**config.mk**
```make
export PLATFORM = sky130hd
export DESIGN_NAME = rsst_sqrt
export DESIGN_NICKNAME = d
export VERILOG_FILES = /design/src/sv/rsst_sqrt.sv
export SDC_FILE = /design/constraint.sdc
export NUM_CORES = 1
export LEC_CHECK = 0
export BUFFER_PORTS_ARGS = -buffer_cell sky130_fd_sc_hd__buf_2
export CORE_MARGIN = 1.5
export CORE_UTILIZATION = 55
export DETAILED_ROUTE_END_ITERATION = 12
export PLACE_DENSITY = 0.74
export SYNTH_ARGS = -nofsm -noshare
export SYNTH_HDL_FRONTEND = slang
export SYNTH_SLANG_ARGS = --single-unit
```
**constraint.sdc**
```tcl
create_clock -name i_clk -period 7.5 [get_ports i_clk]
set_clock_uncertainty 0.15 [all_clocks]
set_input_delay 1.5 -clock i_clk [delete_from_list [all_inputs] [get_ports i_clk]]
set_output_delay 1.5 -clock i_clk [all_outputs]
set_load 0.005 [all_outputs]
```
**src/sv/rsst_sqrt.sv**
```systemverilog
`default_nettype none
// Digit-by-digit floor square root, one result bit per cycle.
module rsst_sqrt #(
    parameter int VB = 40
) (
    input  wire logic          i_clk,
    input  wire logic          i_rst_n,
    input  wire logic          i_start,
    input  wire logic [VB-1:0] i_x,
    output logic               o_done,
    output logic      [VB-1:0] o_root
);
    localparam int RW   = VB + (VB % 2);
    localparam int N    = RW / 2;
    localparam int CNTW = $clog2(N + 1);

    logic [RW-1:0]   r_x;
    logic [N+2:0]    r_rem;
    logic [N-1:0]    r_res;
    logic [CNTW-1:0] r_cnt;
    logic            r_busy;
    logic            r_done;
    logic [N+2:0]    rem_sh;
    logic [N+2:0]    trial;
    logic            take;

    assign rem_sh = {r_rem[N:0], r_x[RW-1 -: 2]};
    assign trial  = (N+3)'({r_res, 2'b01});
    assign take   = rem_sh >= trial;

    always_ff @(posedge i_clk) begin
        if (!i_rst_n) begin
            r_busy <= 1'b0;
            r_done <= 1'b0;
        end else begin
            r_done <= 1'b0;
            if (i_start) begin
                r_busy <= 1'b1;
            end else if (r_busy && r_cnt == CNTW'(N - 1)) begin
                r_busy <= 1'b0;
                r_done <= 1'b1;
            end
        end
        if (i_start) begin
            r_x   <= RW'(i_x);
            r_rem <= '0;
            r_res <= '0;
            r_cnt <= '0;
        end else if (r_busy) begin
            r_x   <= {r_x[RW-3:0], 2'b00};
            r_rem <= take ? rem_sh - trial : rem_sh;
            r_res <= {r_res[N-2:0], take};
            r_cnt <= r_cnt + 1'b1;
        end
    end

    assign o_done = r_done;
    assign o_root = VB'(r_res);
endmodule
`default_nettype wire

```
==> results of run 1 <==
## cells in the final DEF (no fill, tap or decap), drive strengths merged, types with 11 or more instances in the layout
cell / count
buf: 67
nor2: 53
dfxtp: 48
edfxtp: 40
mux2: 38
inv: 32
nand2: 26
ha: 23
mux2i: 21
conb: 20
a21oi: 19
nand3: 16
o21ai: 15
xor2: 11
## metrics by stage
step / utilization / power, µW / instances / worst slack [ps]
floorplan: - / 1570 / 527 / 4190
global placement: 0.590 / 1750 / 655 / 3770
detailed placement: 0.590 / 1780 / 655 / 3720
CTS: 0.611 / 2110 / 671 / 3970
global route: 0.611 / 2270 / 671 / 3770
finish: 0.611 / 2130 / 671 / 3910
## worst min path at each step
stage	start	end	slack, ps	cells past startpoint
final	r_rem[3]	r_rem[3]	370	2
after global routing	r_rem[14]	r_rem[14]	390	2
after CTS	r_rem[3]	r_rem[3]	370	2
after detailed placement	r_rem[14]	r_rem[14]	350	2
after global placement	r_rem[19]	r_rem[19]	340	2
after floorplan	r_rem[14]	r_rem[14]	300	2
## synth_stat cells (3+ instances only)
cell type                  count  area share
sky130_fd_sc_hd__xnor2_1       7       0.012
sky130_fd_sc_hd__dfxtp_1      48        0.19
sky130_fd_sc_hd__edfxtp_1     40        0.23
sky130_fd_sc_hd__nor2b_1       3      0.0037
sky130_fd_sc_hd__xor2_1       11       0.019
sky130_fd_sc_hd__ha_1         23       0.056
sky130_fd_sc_hd__a311oi_2      5       0.015
sky130_fd_sc_hd__clkbuf_1     22       0.016
sky130_fd_sc_hd__mux2i_1      21       0.041
sky130_fd_sc_hd__inv_1        27       0.020
sky130_fd_sc_hd__a211oi_1      5      0.0073
sky130_fd_sc_hd__a221o_1       3      0.0059
sky130_fd_sc_hd__and2_1        5      0.0061
sky130_fd_sc_hd__o211ai_1     10       0.015
sky130_fd_sc_hd__a311oi_1      4      0.0068
sky130_fd_sc_hd__o21ai_1       7      0.0068
sky130_fd_sc_hd__mux2_2       38       0.083
sky130_fd_sc_hd__o21a_1        4      0.0059
sky130_fd_sc_hd__a21oi_1      17       0.017
sky130_fd_sc_hd__o21ai_0       8      0.0078
sky130_fd_sc_hd__a21o_1        9       0.013
sky130_fd_sc_hd__nor4_1        3      0.0037
sky130_fd_sc_hd__nor2_1       53       0.039
sky130_fd_sc_hd__a31oi_1       3      0.0037
sky130_fd_sc_hd__o31ai_1       4      0.0059
sky130_fd_sc_hd__buf_4        23       0.034
sky130_fd_sc_hd__nand3_1      16       0.016
sky130_fd_sc_hd__nand4_1       7      0.0085
sky130_fd_sc_hd__nand2_1      25       0.018
sky130_fd_sc_hd__nor3_1       10      0.0098
sky130_fd_sc_hd__nand2b_1      4      0.0049
## state kept, by name (all words and copies together), names as in the netlist
| name | cells |
|---|---|
| r_res | 20 |
| r_cnt | 5 |
| r_rem | 21 |
| r_x | 40 |
| o_done | 1 |
| r_busy | 1 |
## power groups by stage
stage,clock (µW),sequential (µW),combinational [µW]
floorplan,0,613,958
global placement,0,633,1120
detailed placement,0,634,1150
CTS,335,624,1150
global route,356,633,1280
finish,327,626,1170
## layout make-up
| type | instances | area share |
|---|---|---|
| inverters | 27 | 0.0181 |
| repair buffers | 67 | 0.0618 |
| clock buffers | 9 | 0.0222 |
| clock inverters | 7 | 0.0125 |
| multi-input cells | 362 | 0.474 |
| well taps | 111 | 0.0248 |
| flip-flops and latches | 88 | 0.387 |
## layer usage
metal  share of wire  vias to the layer above
met1            0.45                     1894
met5               0                        -
met2            0.48                      128
met4           0.017                        0
met3           0.051                       19
li1                -                     1914
## kinds of logic (layout without fill, tap and decap cells)
family	count (synthesis)	in the layout	synth area share
adders and majority gates	23	23	0.0561
AOI/OAI and AO/OA	106	106	0.164
muxes	59	59	0.124
xor gates and xnor gates	18	18	0.0307
and+or+nand+nor	136	136	0.126
buffers and inverters	77	110	0.0766
other	1	20	0.000731
DFF	88	88	0.421
## worst max-delay path: cells and delay by family, from the launching register on
kind | cells | cell delay [ps]
DFF | 1 | 400
buffers and inverters | 1 | 60
adders and majority gates | 1 | 380
AOI/OAI and AO/OA | 4 | 1720
and+or+nand+nor | 3 | 790
==> qor.yml, run 1 <==
cp_max_fo: 20
dp_hpwl_um: 7400
switching_share: 0.456
post_synth_num_cell_types: 63
syn_inst: 508
rsz0062_at_grt: "false"
first_global_vias: 3745
cts.hold.buffers_added: 0
synth_enable_flop_cells: 40
synth.ff_latch_count: 88
critPathLaunchType: "flip-flop"
routed_wl_um: 10700
fp.dieArea_mm2: 0.00992
pwr-share-seq: 0.294
setup_viol_count_final: 0
num_vias: 3955
diodes: 0
clk_latency_ps: 370
r2r-end: "r_rem[13]"
clkPwrFrac: 0.154
first_pass_grt_wire_length_um: 17900
crit_chain: "inv_1, ha_1, nand2_1, or3_4, a2111oi_4, o31ai_4, a21oi_2, nor2_1, o31a_1"
whs_ps: 367
timing.fmax_ghz: 0.278
grt_antenna_before_repair: 0
initialDrtViolationCount: 234
post-cts-setup-buffer-count: 0
ctsHtreeMaxLevel: 3
reg2reg_from: "r_res[6]"
critical_path.startpoint: "r_res[6]"
placed_area_mm2: 0.00540
share_comb_of_total_power: 0.552
mappedNetlistArea_mm2: 0.00513
num_rows: 35
fillerInstances: 782
cts_buffer_depth: 2
numCtsBuffers: 9
grt_max_degree: 81
cellLeakagePower_uw: 0.00226
holdCritPathClass: "reg -> reg"
slew-limit-headroom: 0.327
grt_use_met3: 0.0408
setup_tns_ps: 0
critPathCaptureType: "flip-flop"
postSynthAreaPerCell_um2: 10.1
critPathSlowestCell: "sky130_fd_sc_hd__a21oi_2"
vias_per_cell: 5.89
grt_util_met2: 0.356
worst-slew-pin-transition_ps: 1010
result_of_the_run: "completed"
post_cts_resize_count: 0
floorplan.core_area_mm2: 0.00915
reg2reg_slack_ps: 3910
global_route.overflow_total: 0
worst_ir_drop_vdd_mv: 0.205
r2r_cells: 9
multi_input_logic_area_mm2: 0.00265
ios: 84
synth_to_layout_area_growth_pct: 8.95
design.final.nets: 621
global_route_usage_sum: 0.225
clkSinkCount: 88
stdcell_area_mm2: 0.00559
cp.arrival_ps: 3710
cts_tree: "done"
cts.clk_slew.worst_paths_ps: 100
power.internal_uw: 1160
drc: 0
critical_path_class: "reg -> reg"
first_pass_iters: 4
cp.required_ps: 7620
synth_seq_area_share: 0.421
portBuffers: 63
final_layout_size_suffix_gt1_frac: 0.245
die_y_um: 99.6
finalHoldViolations: 0
antenna_left: 0
timing.critical_path.slowest_cell_delay_ps: 820
power_density_mw_per_mm2: 380
maxcap_violations: 0
floorplan.die.width_um: 99.6
critical_path.endpoint: "r_rem[13]"
postSynth.topFlopCell: "sky130_fd_sc_hd__dfxtp_1"
total_switching_power_uw: 970
gr-usage-met1: 0.308
grt_most_used_layer: "met2"
detail_route.wl_per_cell_um: 16.0
ys.warnings.count: 0
clock-root-buffer: "sky130_fd_sc_hd__clkbuf_8"
layout_worst_path_cycle_share: 0.479
report.final.slew_viol_count: 0
postSynth.asyncResetShare: 0
globalplace.congestion: 0.905
start_util: 0.561
ff_latch_area_mm2: 0.00216
finalCriticalPeriod_ps: 3590
No activity file was read; power rests on OpenSTA's default activity.
==> run 2: changes to the inputs <==
- CORE_UTILIZATION: 55 -> 52
- PLACE_DENSITY: 0.74 -> 0.73
- clock period: 7.5 -> 3.3 ns (I/O delays scaled with it)
==> qor.yml, run 2 (same netlist as run 1, synthesis figures left out) <==
max_flop_register: "r_x"
clk_latency_ps: 360  # about the same
finalCriticalPeriod_ps: 2990  # -600 ps
start_util: 0.530  # -0.0308
cts.clk_slew.worst_paths_ps: 90  # about the same
reg2reg_slack_ps: 310  # -3600 ps
global_route_usage_sum: 0.212  # -0.0120
global_route.overflow_total: 0  # unchanged
die_y_um: 102  # +2.8%
fillerInstances: 852  # +9.0%
numCtsBuffers: 9  # unchanged
maxcap_violations: 0  # unchanged
layout_worst_path_cycle_share: 0.907  # +0.428
globalplace.congestion: 0.930  # +2.7%
cellLeakagePower_uw: 0.00230  # +1.5%
timing.fmax_ghz: 0.334  # +20%
design.final.nets: 628  # +1.1%
setup_tns_ps: 0  # unchanged
ff_latch_area_mm2: 0.00216  # unchanged
clock-root-buffer: "sky130_fd_sc_hd__clkbuf_8"
layout.cells.most_common_list: "sky130_fd_sc_hd__buf_2 (63), sky130_fd_sc_hd__nor2_1 (53), sky130_fd_sc_hd__dfxtp_1 (47), sky130_fd_sc_hd__edfxtp_1 (40), sky130_fd_sc_hd__mux2_2 (38)"
setup_viol_count_final: 0  # unchanged
clkSinkCount: 88  # unchanged
post_cts_resize_count: 0  # unchanged
cp_max_fo: 10  # -50%
floorplan.core_area_mm2: 0.00968  # +5.8%
fp.dieArea_mm2: 0.0105  # +5.6%
pre_cts_ws_ps: 409  # -3310 ps
grt_max_degree: 40  # -51%
post-cts-setup-buffer-count: 0  # unchanged
critPathCaptureType: "flip-flop"
cp.arrival_ps: 3090  # -620 ps
routed_wl_um: 10700  # -0.86%
detail_route.wl_per_cell_um: 15.2  # -5.0%
report.final.slew_viol_count: 0  # unchanged
synth_to_layout_area_growth_pct: 10.5
dp_hpwl_um: 7680  # +3.8%
diodes: 0  # unchanged
slew-limit-headroom: 0.477  # +0.149
first_global_vias: 3707  # -1.0%
power.total_uw: 4890  # +130%
cts_buffer_depth: 2  # unchanged
fin_ws_ps: 306  # -3600 ps
first_pass_iters: 4  # unchanged
grt_antenna_before_repair: 0  # unchanged
max_ffs_per_register: 40  # unchanged
rsz0062_at_grt: "false"
floorplan.die.width_um: 102  # +2.8%
finalHoldViolations: 0  # unchanged
final_common_cell: "sky130_fd_sc_hd__buf_2"
layout_top_registers: "r_x: 40 flops, r_rem: 21 flops, r_res: 20 flops"
power_density_mw_per_mm2: 863  # +130%
worst-slew-pin-transition_ps: 782  # -227 ps
cts_tree: "done"
critical_path_class: "reg -> reg"
num_rows: 36  # +2.9%
cp.required_ps: 3400  # -4220 ps
layout.core_utilization: 0.586  # -0.0253
ctsHtreeMaxLevel: 3  # unchanged
first_pass_grt_wire_length_um: 17300  # -3.2%
portBuffers: 63  # unchanged
multi_input_logic_area_mm2: 0.00265  # unchanged
cts.hold.buffers_added: 0  # unchanged
whs_ps: 364  # -3.27 ps
num_vias: 3877  # -2.0%
initialDrtViolationCount: 189  # -19%
drc: 0  # unchanged
final_layout_size_suffix_gt1_frac: 0.252  # +0.00756
result_of_the_run: "completed"
worst_ir_drop_vdd_mv: 0.475  # +130%
ios: 84  # unchanged
antenna_left: 0  # unchanged
vias_per_cell: 5.54  # -6.0%
critPathLaunchType: "flip-flop"
holdCritPathClass: "reg -> reg"
run 2: cell types whose count changed in the layout (fill, tap and decap cells not counted), sizes merged:
cell and change:
inv -2, bufinv +1, buf +7, clkbuf +1
run 2: per-layer routing:
metal / vias to the layer above / routed length, µm / GRT usage
li1: 1919 / - / -
met1: 1828 / 4710 / 0.268
met2: 111 / 5160 / 0.351
met3: 19 / 550 / 0.0417
met4: 0 / 228 / 0.100
met5: - / 0 / 0
run 2: where the power goes:
| part | switching (µW) | total, µW | internal (µW) | leakage [µW] |
|---|---|---|---|---|
| combinational | 1620 | 2710 | 1090 | 0.00140 |
| sequential | 116 | 1420 | 1300 | 0.000795 |
| clock | 409 | 764 | 355 | 0.0000976 |
run 2: cell type report:
type,instances,area share
multi-input cells,362,0.467
clock inverters,6,0.0117
clock buffers,10,0.0225
flip-flops and latches,88,0.382
inverters,27,0.0179
well taps,133,0.0293
repair buffers,74,0.0702
run 2: per-stage QoR:
stage	cells	cell area, µm²
after CTS	700	5670
final	700	5670
after global routing	700	5670
after detailed placement	684	5480
after global placement	684	5480
after floorplan	527	5200
run 2: path summary, 6_finish.rpt:
path / start / endpoint / cells past startpoint
max: r_res[4] / r_rem[16] / 10
min: r_rem[19] / r_rem[19] / 2
max reg2reg: r_res[4] / r_rem[16] / 10
min reg2reg: r_rem[19] / r_rem[19] / 2
run 2: critical path: stages, from the launching register on:
cell and delay, ps:
sky130_fd_sc_hd__dfxtp_1 400, sky130_fd_sc_hd__inv_1 60, sky130_fd_sc_hd__ha_1 390, sky130_fd_sc_hd__nor2_1 90, sky130_fd_sc_hd__or3_4 410, sky130_fd_sc_hd__a2111oi_4 460
sky130_fd_sc_hd__o31ai_4 120, sky130_fd_sc_hd__a21oi_2 150, sky130_fd_sc_hd__buf_4 200, sky130_fd_sc_hd__o21ai_1 80, sky130_fd_sc_hd__a311oi_2 350
